**src/sv/mlk_pkg.sv**
```systemverilog
// Shared types, character codes and the Morse element table for the letter keyer.
package mlk_pkg;

    localparam logic [7:0] LETTER_A   = 8'h41;
    localparam logic [7:0] LETTER_Z   = 8'h5A;
    localparam logic [7:0] WORD_SPACE = 8'h20;

    // High nibble: element count. Low nibble: elements from bit 3 down, 1 = dash, 0 = dot.
    localparam logic [7:0] MORSE_TABLE [26] = '{
        8'h24, 8'h48, 8'h4A, 8'h38, 8'h10, 8'h42, 8'h3C, 8'h40, 8'h20, 8'h47,
        8'h3A, 8'h44, 8'h2C, 8'h28, 8'h3E, 8'h46, 8'h4D, 8'h34, 8'h30, 8'h18,
        8'h32, 8'h41, 8'h36, 8'h49, 8'h4B, 8'h4C
    };

    // Commands from the sequencer to the datapath.
    typedef struct packed {
        logic load;      // capture and decode the incoming character
        logic elem_adv;  // advance one unit inside the current element
        logic gap_dec;   // one trailing off unit has been sent
        logic emit;      // write a word into the output register
        logic key;
        logic last;
        logic bad;
    } t_cmd;

    // Status from the datapath to the sequencer.
    typedef struct packed {
        logic out_free;    // output register can take a word this cycle
        logic char_bad;    // incoming character is neither a letter nor a space
        logic count_zero;  // no elements to send
        logic count_last;  // current element is the final one
        logic elem_end;    // current unit closes the element
        logic key_bit;     // key level of the current element unit
        logic gap_last;    // current off unit is the final trailing one
    } t_stat;

endpackage

```
**src/sv/mlk_ifs.sv**
```systemverilog
// Valid/ready channel interfaces for characters in and key units out.
interface mlk_char_if;
    logic       valid;
    logic       ready;
    logic [7:0] character;

    modport source (output valid, output character, input ready);
    modport sink   (input valid, input character, output ready);
endinterface

interface mlk_unit_if;
    logic valid;
    logic ready;
    logic key_on;
    logic last_unit;
    logic bad_character;

    modport source (output valid, output key_on, output last_unit, output bad_character,
                    input ready);
    modport sink   (input valid, input key_on, input last_unit, input bad_character,
                    output ready);
endinterface

```
**src/sv/morse_letter_keyer_top.sv**
```systemverilog
// Top level of the Morse letter keyer: one character in, a run of key units out.
// The first unit (the fetch off unit) is emitted from the fetch state once the output is free.
// Throughput: a letter gives 3 + pattern units (5 to 14), a space 4, a bad code 1;
// one unit per cycle while the output is free; the input stays closed until the end unit.
// The output register lets the final unit wait while the next character is taken.
// Reset (synchronous, active low) returns the sequencer to idle and empties the output.
module morse_letter_keyer_top
    import mlk_pkg::*;
(
    input  logic            i_clk,
    input  logic            i_rst_n,
    mlk_char_if.sink        i_char,
    mlk_unit_if.source      o_unit
);

    // Commands flow from the sequencer to the datapath, status flows back.
    t_cmd  w_cmd;
    t_stat w_stat;

    // The sequencer decides which kind of unit goes out next: the fetch unit,
    // the on/off units of each element, the trailing off units, and the end unit.
    mlk_ctrl u_ctrl (
        .i_clk      (i_clk),
        .i_rst_n    (i_rst_n),
        .i_in_valid (i_char.valid),
        .i_stat     (w_stat),
        .o_in_ready (i_char.ready),
        .o_cmd      (w_cmd)
    );

    // The datapath decodes the character through the element table, counts
    // elements and gap units, and holds the outgoing word until it is taken.
    mlk_dpath u_dpath (
        .i_clk           (i_clk),
        .i_rst_n         (i_rst_n),
        .i_character     (i_char.character),
        .i_out_ready     (o_unit.ready),
        .i_cmd           (w_cmd),
        .o_stat          (w_stat),
        .o_out_valid     (o_unit.valid),
        .o_key_on        (o_unit.key_on),
        .o_last_unit     (o_unit.last_unit),
        .o_bad_character (o_unit.bad_character)
    );

endmodule

```
**src/sv/mlk_dpath.sv**
```systemverilog
// Datapath: character decode, element and gap counters, and the output register.
module mlk_dpath
    import mlk_pkg::*;
(
    input  logic       i_clk,
    input  logic       i_rst_n,
    input  logic [7:0] i_character,
    input  logic       i_out_ready,
    input  t_cmd       i_cmd,
    output t_stat      o_stat,
    output logic       o_out_valid,
    output logic       o_key_on,
    output logic       o_last_unit,
    output logic       o_bad_character
);

    logic [7:0] w_offset;
    logic [4:0] w_index;
    logic [7:0] w_code;
    logic       w_letter;
    logic       w_space;

    logic [3:0] r_elems;
    logic [2:0] r_count;
    logic [1:0] r_phase;
    logic [1:0] r_gap;
    logic       r_out_valid;
    logic       r_key;
    logic       r_last;
    logic       r_bad;

    always_comb begin
        w_letter = (i_character >= LETTER_A) && (i_character <= LETTER_Z);
        w_space  = (i_character == WORD_SPACE);
        w_offset = i_character - LETTER_A;
        w_index  = w_letter ? w_offset[4:0] : 5'd0;
        w_code   = MORSE_TABLE[w_index];
    end

    always_comb begin
        o_stat.out_free   = !r_out_valid || i_out_ready;
        o_stat.char_bad   = !(w_letter || w_space);
        o_stat.count_zero = (r_count == 3'd0);
        o_stat.count_last = (r_count == 3'd1);
        // A dot is on,off and a dash is on,on,off.
        o_stat.elem_end   = r_elems[3] ? (r_phase == 2'd2) : (r_phase == 2'd1);
        o_stat.key_bit    = (r_phase == 2'd0) || ((r_phase == 2'd1) && r_elems[3]);
        o_stat.gap_last   = (r_gap == 2'd1);
    end

    always_ff @(posedge i_clk) begin
        if (i_cmd.load) begin
            r_elems <= w_code[3:0];
            r_count <= w_space ? 3'd0 : w_code[6:4];
            r_gap   <= w_space ? 2'd2 : 2'd1;
            r_phase <= 2'd0;
        end else if (i_cmd.elem_adv) begin
            if (o_stat.elem_end) begin
                r_elems <= {r_elems[2:0], 1'b0};
                r_count <= r_count - 3'd1;
                r_phase <= 2'd0;
            end else begin
                r_phase <= r_phase + 2'd1;
            end
        end else if (i_cmd.gap_dec) begin
            r_gap <= r_gap - 2'd1;
        end
        if (i_cmd.emit) begin
            r_key  <= i_cmd.key;
            r_last <= i_cmd.last;
            r_bad  <= i_cmd.bad;
        end
    end

    always_ff @(posedge i_clk) begin
        if (!i_rst_n) begin
            r_out_valid <= 1'b0;
        end else if (i_cmd.emit) begin
            r_out_valid <= 1'b1;
        end else if (i_out_ready) begin
            r_out_valid <= 1'b0;
        end
    end

    assign o_out_valid     = r_out_valid;
    assign o_key_on        = r_key;
    assign o_last_unit     = r_last;
    assign o_bad_character = r_bad;

endmodule

```
**src/sv/mlk_ctrl.sv**
```systemverilog
// Sequencer: walks fetch, element, gap and end units for one character.
module mlk_ctrl
    import mlk_pkg::*;
(
    input  logic  i_clk,
    input  logic  i_rst_n,
    input  logic  i_in_valid,
    input  t_stat i_stat,
    output logic  o_in_ready,
    output t_cmd  o_cmd
);

    typedef enum logic [2:0] {
        ST_IDLE,
        ST_BAD,
        ST_FETCH,
        ST_ELEM,
        ST_GAP,
        ST_END
    } t_state;

    t_state r_state;
    t_state n_state;

    assign o_in_ready = (r_state == ST_IDLE);

    always_comb begin
        n_state = r_state;
        o_cmd   = '0;
        unique case (r_state)
            ST_IDLE: begin
                if (i_in_valid) begin
                    o_cmd.load = 1'b1;
                    n_state    = i_stat.char_bad ? ST_BAD : ST_FETCH;
                end
            end
            ST_BAD: begin
                if (i_stat.out_free) begin
                    o_cmd.emit = 1'b1;
                    o_cmd.last = 1'b1;
                    o_cmd.bad  = 1'b1;
                    n_state    = ST_IDLE;
                end
            end
            ST_FETCH: begin
                if (i_stat.out_free) begin
                    o_cmd.emit = 1'b1;
                    n_state    = i_stat.count_zero ? ST_GAP : ST_ELEM;
                end
            end
            ST_ELEM: begin
                if (i_stat.out_free) begin
                    o_cmd.emit     = 1'b1;
                    o_cmd.key      = i_stat.key_bit;
                    o_cmd.elem_adv = 1'b1;
                    if (i_stat.elem_end && i_stat.count_last) begin
                        n_state = ST_GAP;
                    end
                end
            end
            ST_GAP: begin
                if (i_stat.out_free) begin
                    o_cmd.emit    = 1'b1;
                    o_cmd.gap_dec = 1'b1;
                    if (i_stat.gap_last) begin
                        n_state = ST_END;
                    end
                end
            end
            ST_END: begin
                if (i_stat.out_free) begin
                    o_cmd.emit = 1'b1;
                    o_cmd.last = 1'b1;
                    n_state    = ST_IDLE;
                end
            end
            default: n_state = ST_IDLE;
        endcase
    end

    always_ff @(posedge i_clk) begin
        if (!i_rst_n) begin
            r_state <= ST_IDLE;
        end else begin
            r_state <= n_state;
        end
    end

endmodule

```
**src/flat_wrapper.sv**
```systemverilog
// flat-port wrapper written by rule: the top's interface ports become plain ports
module morse_letter_keyer_top_flat import mlk_pkg::*;
  (i_clk, i_rst_n, i_char_valid, i_char_character, i_char_ready, o_unit_valid, o_unit_key_on, o_unit_last_unit, o_unit_bad_character, o_unit_ready);
  mlk_char_if i_char_i ();
  mlk_unit_if o_unit_i ();
  input  logic i_clk;
  input  logic i_rst_n;
  input wire logic [$bits(i_char_i.valid)-1:0] i_char_valid;
  input wire logic [$bits(i_char_i.character)-1:0] i_char_character;
  output wire logic [$bits(i_char_i.ready)-1:0] i_char_ready;
  output wire logic [$bits(o_unit_i.valid)-1:0] o_unit_valid;
  output wire logic [$bits(o_unit_i.key_on)-1:0] o_unit_key_on;
  output wire logic [$bits(o_unit_i.last_unit)-1:0] o_unit_last_unit;
  output wire logic [$bits(o_unit_i.bad_character)-1:0] o_unit_bad_character;
  input wire logic [$bits(o_unit_i.ready)-1:0] o_unit_ready;
  assign i_char_i.valid = i_char_valid;
  assign i_char_i.character = i_char_character;
  assign i_char_ready = i_char_i.ready;
  assign o_unit_valid = o_unit_i.valid;
  assign o_unit_key_on = o_unit_i.key_on;
  assign o_unit_last_unit = o_unit_i.last_unit;
  assign o_unit_bad_character = o_unit_i.bad_character;
  assign o_unit_i.ready = o_unit_ready;
  morse_letter_keyer_top u_core (.i_clk(i_clk), .i_rst_n(i_rst_n), .i_char(i_char_i), .o_unit(o_unit_i));
endmodule
```
**config.mk**
```make
export PLATFORM = sky130hd
export DESIGN_NAME = morse_letter_keyer_top_flat
export DESIGN_NICKNAME = d
export VERILOG_FILES = /design/src/sv/mlk_pkg.sv /design/src/sv/mlk_ifs.sv /design/src/sv/morse_letter_keyer_top.sv /design/src/sv/mlk_dpath.sv /design/src/sv/mlk_ctrl.sv /design/src/flat_wrapper.sv
export SDC_FILE = /design/constraint.sdc
export NUM_CORES = 1
export LEC_CHECK = 0
export ABC_AREA = 1
export ABC_CLOCK_PERIOD_IN_PS = 3000
export BUFFER_PORTS_ARGS = -buffer_cell sky130_fd_sc_hd__buf_2
export CAP_MARGIN = 40
export CORE_ASPECT_RATIO = 1.75
export CORE_MARGIN = 4
export CORE_UTILIZATION = 30
export CTS_BUF_LIST = sky130_fd_sc_hd__clkbuf_2
export DETAILED_ROUTE_END_ITERATION = 7
export PLACE_DENSITY = 0.46
export SKIP_CTS_REPAIR_TIMING = 1
export SLEW_MARGIN = 5
export SYNTH_ARGS = -nofsm -noshare
export SYNTH_HDL_FRONTEND = slang
export SYNTH_SLANG_ARGS = --single-unit
```
**constraint.sdc**
```tcl
create_clock -name i_clk -period 3 [get_ports i_clk]
set_input_delay 0.3 -clock i_clk [delete_from_list [all_inputs] [get_ports i_clk]]
set_output_delay 0.3 -clock i_clk [all_outputs]
set_load 0.03 [all_outputs]
```
# ---- After elaboration in Yosys (flattened, before gate mapping)
# Memory sizes are Yosys's and may differ from the RTL's.
# Index checks and enable logic that the tools add are counted.
# W data, S select, Z words.
dict set report word_totals {
  ff_bits 18
  latchBits 0
  ram_bits 0
  mem_bits_ro 256
  in_bits 12
  output_inout_bits 5
  word_cells 93
  mem_count 1
}
dict set report op_classes {
  add_sub_neg 4
  mul 0
  div 0
  n_lt_le_gt_ge 3
  eq_ne 18
  shifts 0
  n_mux 37
  n_bitwise 1
  reduce_logical 20
}
# memory depth width rd rd_clocked_by_memory_dff wr line
set memory_table {}
lappend memory_table {{(no name shown)} 32 8 1 0 0 mlk_dpath.sv:37} ;# w_code = MORSE_TABLE[w_index];
# op n
set op_table {}
lappend op_table {{$mux W3} 12}
lappend op_table {{$mux W2} 8}
lappend op_table {{$pmux W3 S5} 1}
lappend op_table {{$mux W7} 2}
lappend op_table {{$mux W4} 3}
lappend op_table {{$ne A2 B2 Y1 const B} 6}
lappend op_table {{$eq A8 B6 Y1 const B} 1}
lappend op_table {{$ge A8 B7 Y1 const B} 1}
lappend op_table {{$le A8 B7 Y1 const B} 1}
lappend op_table {{$mux W1} 8}
lappend op_table {{$reduce_bool A2 Y1} 4}
lappend op_table {{$reduce_and A7 Y1} 1}
lappend op_table {{$eq A3 B1 Y1 const B} 2}
lappend op_table {{$eq A3 B2 Y1 const B} 2}
lappend op_table {{$eq A3 B3 Y1 const B} 2}
lappend op_table {{$ge A6 B6 Y1 const B} 1}
lappend op_table {{$logic_not A3 Y1} 2}
lappend op_table {{$not A5 Y6} 1}
lappend op_table {{$reduce_and A2 Y1} 3}
lappend op_table {{$mux W5} 1}
lappend op_table {{$sub A5 B1 Y5 const B} 1}
lappend op_table {{$eq A2 B1 Y1 const B} 2}
lappend op_table {{$ne A2 B1 Y1 const B} 2}
lappend op_table {{$logic_and A1 B1 Y1} 3}
lappend op_table {{other kinds (11)} 13}

# ---- Depth between registers and ports, before layout
# Gate-level depths: netlist (run 1).
dict set report depth {
  word_depth 9
  ltp_mapped 19
  mapped_depth_nobuf 18
}

# ---- Hierarchy
# From an unflattened synthesis (run 1), not the netlist that was laid out.
dict set report hier_totals {
  cells_unflattened 251
  hier_area_um2 1757.9
}
# mod instances cells_each area_per_inst_um2 seq_area_each_um2
set modules_own_cells {}
lappend modules_own_cells {mlk_dpath 1 190 1425.1 420.4}
lappend modules_own_cells {mlk_ctrl 1 61 332.8 60.1}

# ---- Least setup slack after synthesis (run 1)
# OpenSTA, ideal clock, no wires.
dict set report synth_timing {
  path_kind {input to register}
  startpoint {input i_char_character[0]}
  endpoint {register u_core.u_dpath.r_count[1] (data pin)}
  setup_time_ns 0.252
  t_arrival_ns 1.952
  t_required_ns 2.748
  setup_slack_ns 0.796
  path_stages 17
  path_buffers 1
  path_cell_list {inv_2 > ha_1 > nand2_2 > o21ai_2 > nand2_2 > buf_6 > nand2_1 > inv_1 > nand2_1 > inv_1 > ha_1 > nand2_2 > nand3_1 > nand2_1 > nand2_1 > nand2_1 > nand2_1}
}
dict set report synth_via {
  elab_chain_cells 9
  word_cells_on_any_way 12
  classes_between {1 x add/sub; 2 x order compare; 1 x eq/ne; 5 x mux; 1 x bitwise; 1 x reduce/logical; 1 x memory}
}
# element line
set synth_rtl {}
lappend synth_rtl {{from (decl)} flat_wrapper.sv:9} ;# input wire logic [$bits(i_char_i.character)-1:0] i_char_character;
lappend synth_rtl {{$ge A8 B7 Y1 or $le A8 B7 Y1 (tied branches)} mlk_dpath.sv:33} ;# w_letter = (i_character >= LETTER_A) && (i_character <= LETTER_Z);
lappend synth_rtl {{$logic_and A1 B1 Y1} mlk_dpath.sv:33}
lappend synth_rtl {{$mux W5} mlk_dpath.sv:36} ;# w_index = w_letter ? w_offset[4:0] : 5'd0;
lappend synth_rtl {{$not A5 Y6 (not written as such)} mlk_dpath.sv:37}
lappend synth_rtl {{$mem_v2 Z32 W8} n/a}
lappend synth_rtl {{$mux W7 (not written as such) (2 in a row)} mlk_dpath.sv:37}
lappend synth_rtl {{$mux W3 *} mlk_dpath.sv:54} ;# r_count <= w_space ? 3'd0 : w_code[6:4];
lappend synth_rtl {{$mux W3 *} mlk_dpath.sv:52} ;# if (i_cmd.load) begin
lappend synth_rtl {{to (signal assigned)} mlk_dpath.sv:54}
lappend synth_rtl {{to (signal assigned)} mlk_dpath.sv:60} ;# r_count <= r_count - 3'd1;
lappend synth_rtl {{to (decl)} mlk_dpath.sv:24} ;# logic [2:0] r_count;
# Mark *: on every way between the ends. The rest lies on a longest branch, timed or not. The select of a mux whose other input is x is not followed.
# A chain may end at the register's enable or synchronous reset.

# ---- Final worst setup path (run 1)
# Same ends and word-level chain as after synthesis.

==> results of run 1 <==
[worst max-delay path: cells and delay by family]
kind                     cells  cell delay [ns]
adder cells (fa/ha/maj)      2             0.54
buffers and inverters        4             0.42
AND/OR/NAND/NOR             10             0.92
AO/OA/AOI/OAI                1             0.14
[per-stage QoR]
step                      area [sq um]  total power, W  utilization, %  cells  worst slack, ns
after floorplan                   1740         0.00103               -    246            0.796
after global placement            1880         0.00120            33.6    334            0.429
after detailed placement          1880         0.00120            33.6    334            0.381
after CTS                         1890         0.00132            33.9    338            0.755
after global routing              1900         0.00142            34.0    339            0.525
final                             1900         0.00129            34.0    339            0.753
[synthesized netlist by cell type (all sizes together)]
cell | instances | share of area, %
nand2 | 77 | 18
inv | 39 | 8.4
nor2 | 28 | 6.5
ha | 18 | 13
nand3 | 17 | 6.5
edfxtp | 12 | 21
a21oi | 9 | 2.8
o21ai | 9 | 2.8
nand4 | 7 | 2.9
dfxtp | 6 | 6.9
or2 | 5 | 1.8
buf | 4 | 2.2
nor3 | 4 | 1.2
a31oi | 3 | 1.9
nand3b | 2 | 1.6
xor2 | 2 | 1.0
a211oi | 1 | 0.43
a21boi | 1 | 0.65
o211ai | 1 | 0.43
o21a | 1 | 0.43
[kinds of logic after synthesis]
logic type,synth area share [%]
adders and majority gates,12.9
AOI/OAI and AO/OA,9.50
xor gates and xnor gates,1.01
and+or+nand+nor,38.3
DFF,27.6
buffers and inverters,10.6
[worst max path at each step]
stage,cells past startpoint,endpoint,start
CTS,17,u_core.u_dpath.r_count[1],i_char_character[0]
global route,17,u_core.u_dpath.r_count[1],i_char_character[0]
finish,17,u_core.u_dpath.r_count[1],i_char_character[0]
detailed placement,17,u_core.u_dpath.r_count[1],i_char_character[0]
global placement,17,u_core.u_dpath.r_count[1],i_char_character[0]
floorplan,17,u_core.u_dpath.r_count[1],i_char_character[0]
[layer usage]
layer / vias to the layer above / global-route usage (%) / routed length, um
met5: - / 0 / 0
met4: 0 / 7.12 / 126
li1: 815 / - / -
met1: 681 / 10.9 / 1420
met2: 21 / 25.7 / 2310
met3: 9 / 0.412 / 69
[layout make-up]
| class | instances | area (sq um) | area share, % |
|---|---|---|---|
| Antenna cell | 1 | 2.50 | 0.132 |
| Clock buffer | 3 | 15.0 | 0.792 |
| Clock inverter | 1 | 3.75 | 0.198 |
| Inverter | 39 | 146 | 7.72 |
| Multi-Input combinational cell | 185 | 1070 | 56.6 |
| Sequential cell | 18 | 480 | 25.3 |
| Tap cell | 76 | 95.1 | 5.01 |
| Timing Repair Buffer | 16 | 80.1 | 4.22 |
[cell usage in the layout, fill, tap and decap left out, types with 2 or more instances in the layout]
| cell | Yosys | layout |
|---|---|---|
| sky130_fd_sc_hd__a21oi_1 | 8 | 8 |
| sky130_fd_sc_hd__a31oi_1 | 2 | 2 |
| sky130_fd_sc_hd__buf_2 | 1 | 16 |
| sky130_fd_sc_hd__clkbuf_2 | 0 | 3 |
| sky130_fd_sc_hd__dfxtp_1 | 6 | 6 |
| sky130_fd_sc_hd__edfxtp_1 | 12 | 12 |
| sky130_fd_sc_hd__ha_1 | 18 | 18 |
| sky130_fd_sc_hd__inv_1 | 32 | 32 |
| sky130_fd_sc_hd__inv_2 | 7 | 7 |
| sky130_fd_sc_hd__nand2_1 | 70 | 70 |
| sky130_fd_sc_hd__nand2_2 | 6 | 6 |
| sky130_fd_sc_hd__nand3_1 | 13 | 13 |
| sky130_fd_sc_hd__nand3_2 | 3 | 3 |
| sky130_fd_sc_hd__nand4_1 | 6 | 6 |
| sky130_fd_sc_hd__nor2_1 | 25 | 25 |
| sky130_fd_sc_hd__nor2_2 | 3 | 3 |
| sky130_fd_sc_hd__nor3_1 | 4 | 4 |
| sky130_fd_sc_hd__o21ai_0 | 8 | 8 |
| sky130_fd_sc_hd__or2_2 | 4 | 4 |
| sky130_fd_sc_hd__xor2_1 | 2 | 2 |
[power groups by stage]
| stage | registers [W] | clock network (W) | logic [W] |
|---|---|---|---|
| final | 0.000476 | 0.000108 | 0.000707 |
| after global placement | 0.000482 | 0 | 0.000719 |
| after floorplan | 0.000515 | 0 | 0.000518 |
| after detailed placement | 0.000485 | 0 | 0.000719 |
| after global routing | 0.000488 | 0.000122 | 0.000813 |
| after CTS | 0.000478 | 0.000115 | 0.000722 |
[sequential cells by signal, indices dropped and copies added, names as in the netlist]
register                        cells
u_core.u_dpath.r_elems              4
u_core.u_ctrl.r_state               3
u_core.u_dpath.r_count              3
u_core.u_dpath.r_gap                2
u_core.u_dpath.r_phase              2
u_core.u_dpath.o_bad_character      1
u_core.u_dpath.o_key_on             1
u_core.u_dpath.o_last_unit          1
u_core.u_dpath.o_out_valid          1
==> out/summary.md, run 1 <==
The flow ran to the end, and the final reports show no timing, DRC or antenna violations. The synthesized netlist contains 35 unique library cells. The total power divided by cell area was 681 mW/mm^2; the timing-limited maximum frequency was 445 MHz. The tools report the number of H-tree levels as 1. In the routed design, unresolved DRC markers number 0. The detailed router finished its first iteration with 49 violations.

Of the total power, the clock network draws 8.4%. The logs give 1587 for the number of global-route vias before repair and 4 for the number of iterations in the first detailed-routing pass. Summed over all cells, the static leakage comes to 0.994 nW. The area of the placeable core is 0.00559 sq mm, and the average routed wire per standard cell is 11.6 um. The total wire length is 3930 um, and the routability congestion estimate from global placement is 0.858. The number of placement rows was 36; the number of nets in the final layout was 293. The initial antenna violation count is 1, and the worst max-slew margin expressed relative to the limit is 74.9%. For flop-to-flop paths, the worst setup slack is 1.26 ns.

The clock period could shrink to 2.25 ns. The worst hold margin is 0.204 ns, and the final period utilization is 74.9%. Each instance of the synthesized netlist takes up on average 7.07 sq um. Compared with the post-synthesis result, the final layout area differs by 9.06%. Setup repair after global routing left no endpoint under its margin. For the worst-skew pair, the clock arrives at the later sink with an insertion delay of 0.31 ns. Across the run, the number of max-cap violations was 0. The die is 109 um tall.

The critical path data arrival time is 2.35 ns. The worst register-to-register path ends at u_core.u_dpath.r_count[2]. TritonCTS built the clock tree. Cell with the largest stage delay on the worst path: sky130_fd_sc_hd__ha_1. The number of nets still failing antenna checks after routing is 0, and the instance count along the most critical hold path is 3. Along the worst path, the maximum fanout reaches 11. The total negative setup slack is 0 ns. The startpoint identified for the worst register-to-register timing path is u_core.u_ctrl.r_state[1]. The clock-pin slew on the worst setup and hold paths works out to 0.19 ns. Cell occurring most often along the worst timing path: sky130_fd_sc_hd__nand2_1.

The floorplan step set the die width to 65.6 um. In this run, synthesis produced a sequential element count of 18. The switching power total is 0.000611 W, and the count of final setup violators is 0. The run gives 54.8% as the share of total power in combinational logic. Delay contributed by the slowest stage of the critical path: 0.33 ns. The first-pass GRT wire length came out at 6820 um. In this run, CTS created clock tree buffers numbering 3. At the pin with the least slew margin, the transition time is 0.375 ns. During placement, the flow inserted port buffers numbering 16. The number of sinks driven by the clock tree is 18. Walking the worst path, the cells encountered are buf_2 -> inv_2 -> ha_1 -> nand2_2 -> o21ai_2 -> nand2_2 -> nand2_1 -> inv_1 -> nand2_1 -> inv_1 -> ha_1 -> nand2_2 -> nand3_1 -> nand2_1 -> nand2_1 -> nand2_1 -> nand2_1. Entering global routing, the biggest net connects 15 pins. The fraction of power consumed by sequential logic is 36.9%. The overall overflow remaining after global route was 0; the layout cell share with drive strength beyond 1 was 19.1%.

Max-slew violation count: 0. The internal portion of the total power is 0.000680 W. The area of the mapped netlist was 0.00174 sq mm; the worst-case reg-to-reg path depth was 11.

The path with the worst hold slack has its endpoint at u_core.u_ctrl.r_state[2]. The worst hold path begins at i_rst_n. Net switching is 47.3% of the power. The tools report the category of the worst setup path launch point as an input pin.

For the count of warnings emitted by yosys, the log shows 0. The worst hold path belongs to the class input pin to register. The required time of the worst setup path came out at 3.11 ns. Type of element capturing the critical path: a register.

Global routing used 12.2% of the available tracks across all layers. The number of top-level design ports is 17, and the starting density of the core is 31.1%. The master cell of the clock root buffer was sky130_fd_sc_hd__clkbuf_2.

The worst-case IR drop observed on VDD is 168 uV. The post-detailed-placement half-perimeter wirelength is 3320 um. The logs give 0 for the final hold violation count and 27.6% for the sequential cell area fraction in the yosys report. The die footprint is 0.00713 sq mm.

The critical path is of the input pin to register type. Synthesis produced 246 cells. After detailed routing, the number of vias per cell comes to 4.50. Fill cells in the final layout number 685. The logs give 0.0209 ns for the worst-case clock skew and 276 for the post-synth net total. The final route contains 1526 vias.

In this run the deepest clock path goes through 2 buffers.
(Power assumes the default switching activity.)
==> inputs of run 2 (changes only) <==
ABC_CLOCK_PERIOD_IN_PS = 2000   (was 3000)
PLACE_DENSITY = 0.48   (was 0.46)
clock period = 2 ns   (was 3 ns; I/O delays follow)
==> run 2 against run 1 <==
Clock skew is 0.013 ns lower. Via count is 7.7% higher. Sequential power is 47% higher. Worst setup slack worse by 0.50 ns. Global-route usage is 0.26 points higher. Critical path depth is 1 higher. First-iteration DRC count is 31% lower.
==> out/summary.md, run 2 (same netlist as run 1, synthesis figures left out) <==
The run finished with clean final reports. For the number of iterations in the first detailed-routing pass, the log shows 4 (unchanged). For the number of nets still failing antenna checks after routing, the log shows 0 (unchanged). The critical path data arrival time was 1.85 ns (-0.50 ns); the ratio of routed vias to standard cells was 4.49 (-0.28%). The count of final setup violators was 0 (unchanged); the starting density of the core was 31.1% (unchanged). Largest register by flop count: u_core.u_dpath.r_elems. The average routed wire per standard cell is 11.3 um (-2.4%), and the initial antenna violation count is 0 (-1). The height of the chip is 109 um (unchanged). The chip width is 65.6 um (unchanged), and the max-slew violation count is 0 (unchanged). The number of H-tree levels was 1 (unchanged). STA classifies the critical path endpoint as a register. The tools report the largest net degree at the start of global routing as 11 (-4). The logs give 0 (unchanged) for the final hold violation count and 6870 um (+0.70%) for the first-pass GRT wire length. Compared with the post-synthesis result, the final layout area differs by 22.1%. For the count of routing violations after the opening detailed-route iteration, the log shows 34 (-31%). TritonCTS built the clock tree. The area of the placeable core is 0.00559 sq mm (unchanged). In this run the most critical hold path is launched from i_rst_n. The tools report the category of the worst setup path launch point as an input pin. The total power divided by cell area was 957 mW/mm^2 (+41%). The run gives 2 (unchanged) as the maximum count of clock buffers along a single path. Launching instance or port of the critical path: i_char_character[1]. Number of buffers added on ports: 16 (unchanged).

The required time of the worst setup path is 2.10 ns (-1.01 ns). The total wire length came out at 4130 um (+5.3%). The worst max-slew margin expressed relative to the limit was 74.5% (-0.48 points). Number of antenna diodes: 0 (-1).

The worst-case clock skew is 0.00792 ns (-0.0130 ns), and the number of top-level design ports is 17 (unchanged). The post-detailed-placement half-perimeter wirelength was 3620 um (+9.1%); the flip-flop count of the largest register, all copies and words added was 4 (unchanged). The number of nets in the final layout is 321 (+9.6%), and the final cell area excluding filler cells is 0.00212 sq mm (+12%). The transition time at the pin with the least slew margin was 0.383 ns (+0.00863 ns); the routability congestion estimate from global placement was 0.853 (-0.65%).

Setup repair after global routing left no endpoint under its margin. The classification of the worst-slack hold path is input pin to register. The master cell of the clock root buffer was sky130_fd_sc_hd__clkbuf_2.

Leaving out fill and tap cells, the most frequent cell in the layout is sky130_fd_sc_hd__nand2_1. Worst vdd rail ir drop: 289 uV (+72%). The layout cell share with drive strength beyond 1 works out to 28.3% (+9.2 points).

In the final layout, the registers with the most flip-flops are u_core.u_dpath.r_elems (4), u_core.u_ctrl.r_state (3), u_core.u_dpath.r_count (3). The number of global-route vias before repair is 1637 (+3.2%). The tools report the global router's overall resource usage as 12.5% (+0.26 points). In the layout the commonest cells are sky130_fd_sc_hd__nand2_1 (69), sky130_fd_sc_hd__inv_1 (31), sky130_fd_sc_hd__buf_4 (28). For the number of sinks driven by the clock tree, the log shows 18 (unchanged). The overall overflow remaining after global route came out at 0 (unchanged). The number of placement rows was 36 (unchanged). The time the final worst path needs with I/O delays and setup was 1.75 ns. The highest fanout seen on the critical path was 4 (-7).

The total via count in the routed design is 1643 (+7.7%). The DRC violation count after routing is 0 (unchanged). For the max-capacitance violation count, the log shows 0 (unchanged). In the finished design, the share of the clock period the worst path needs comes to 87.4%.

The total CTS buffers is 3 (unchanged). The area of placed instances was 0.00210 sq mm (+12%); the clock-pin slew on the worst setup and hold paths was 0.18 ns (about the same). The tools report the post-layout utilization of the core as 38.0% (+4.1 points). The tools report the worst reg2reg path startpoint as u_core.u_ctrl.r_state[1]. For this run, the top clock speed supported by timing is 572 MHz.

The leakage power total is 1.13 nW (+14%). The critical path in this run is classified as input pin to register. The die footprint is 0.00713 sq mm (unchanged), and the clock insertion delay at the later pin of the skew report is 0.31 ns (about the same).
## run 2: cell count changes in the layout (fill, tap and decap cells not counted)
cell	before	now
sky130_fd_sc_hd__buf_4	0	28
sky130_fd_sc_hd__clkbuf_2	3	4
sky130_fd_sc_hd__clkinv_1	1	0
sky130_fd_sc_hd__diode_2	1	0
sky130_fd_sc_hd__ha_1	18	17
sky130_fd_sc_hd__ha_4	0	1
sky130_fd_sc_hd__inv_1	32	31
sky130_fd_sc_hd__inv_4	0	1
sky130_fd_sc_hd__nand2_1	70	69
sky130_fd_sc_hd__nand2_2	6	7
## run 2: through the flow
step           TNS (ns)  std cells  hold WS (ns)  setup WS, ns  power, W
3_5_place_dp     -0.504        362         0.463        -0.112   0.00189
3_3_place_gp     -0.315        362         0.462       -0.0745   0.00188
5_1_grt               0        366         0.105         0.103   0.00222
6_report              0        366         0.114         0.252   0.00203
2_1_floorplan         0        246         0.338       0.00427   0.00155
4_1_cts               0        366        0.0957         0.261   0.00207
## run 2: area by class of cell
cell class	count	area (sq um)
repair buffers	44	290
well taps	76	95.1
multi-input cells	185	1090
clock buffers	4	20.0
inverters	39	149
fillers	635	3460
flip-flops and latches	18	480
## run 2: where the power goes
part / internal, W / leakage [nW] / switching, W / total, W
Sequential: 0.000620 / 0.165 / 0.0000811 / 0.000702
Combinational: 0.000425 / 0.946 / 0.000734 / 0.00116
Clock: 0.0000530 / 0.0166 / 0.000118 / 0.000171
## run 2: layer usage
layer  wire [um]  track usage (%)
met3          84            0.928
met5           0                0
met2        2500             26.7
met4         189             9.05
met1        1360             9.68
## run 2: final timing paths
path                               end  slack [ns]  depth (start not counted)
min           u_core.u_ctrl.r_state[2]        0.11                          3
max reg2reg  u_core.u_dpath.r_elems[3]        0.37                          6
max          u_core.u_dpath.r_count[2]        0.25                         18
min reg2reg  u_core.u_dpath.r_phase[1]        0.53                          2
## run 2: worst max-delay path, stage by stage
cell	delay (ns)
sky130_fd_sc_hd__buf_2	0.10
sky130_fd_sc_hd__inv_1	0.11
sky130_fd_sc_hd__ha_4	0.16
sky130_fd_sc_hd__nand2_2	0.06
sky130_fd_sc_hd__o21ai_2	0.14
sky130_fd_sc_hd__nand2_2	0.09
sky130_fd_sc_hd__nand2_1	0.07
sky130_fd_sc_hd__inv_1	0.04
sky130_fd_sc_hd__nand2_2	0.07
sky130_fd_sc_hd__inv_2	0.04
sky130_fd_sc_hd__buf_4	0.14
sky130_fd_sc_hd__ha_1	0.21
sky130_fd_sc_hd__nand2_1	0.12
sky130_fd_sc_hd__nand3_1	0.09
sky130_fd_sc_hd__nand2_1	0.07
sky130_fd_sc_hd__nand2_1	0.05
sky130_fd_sc_hd__nand2_1	0.05
sky130_fd_sc_hd__nand2_1	0.04
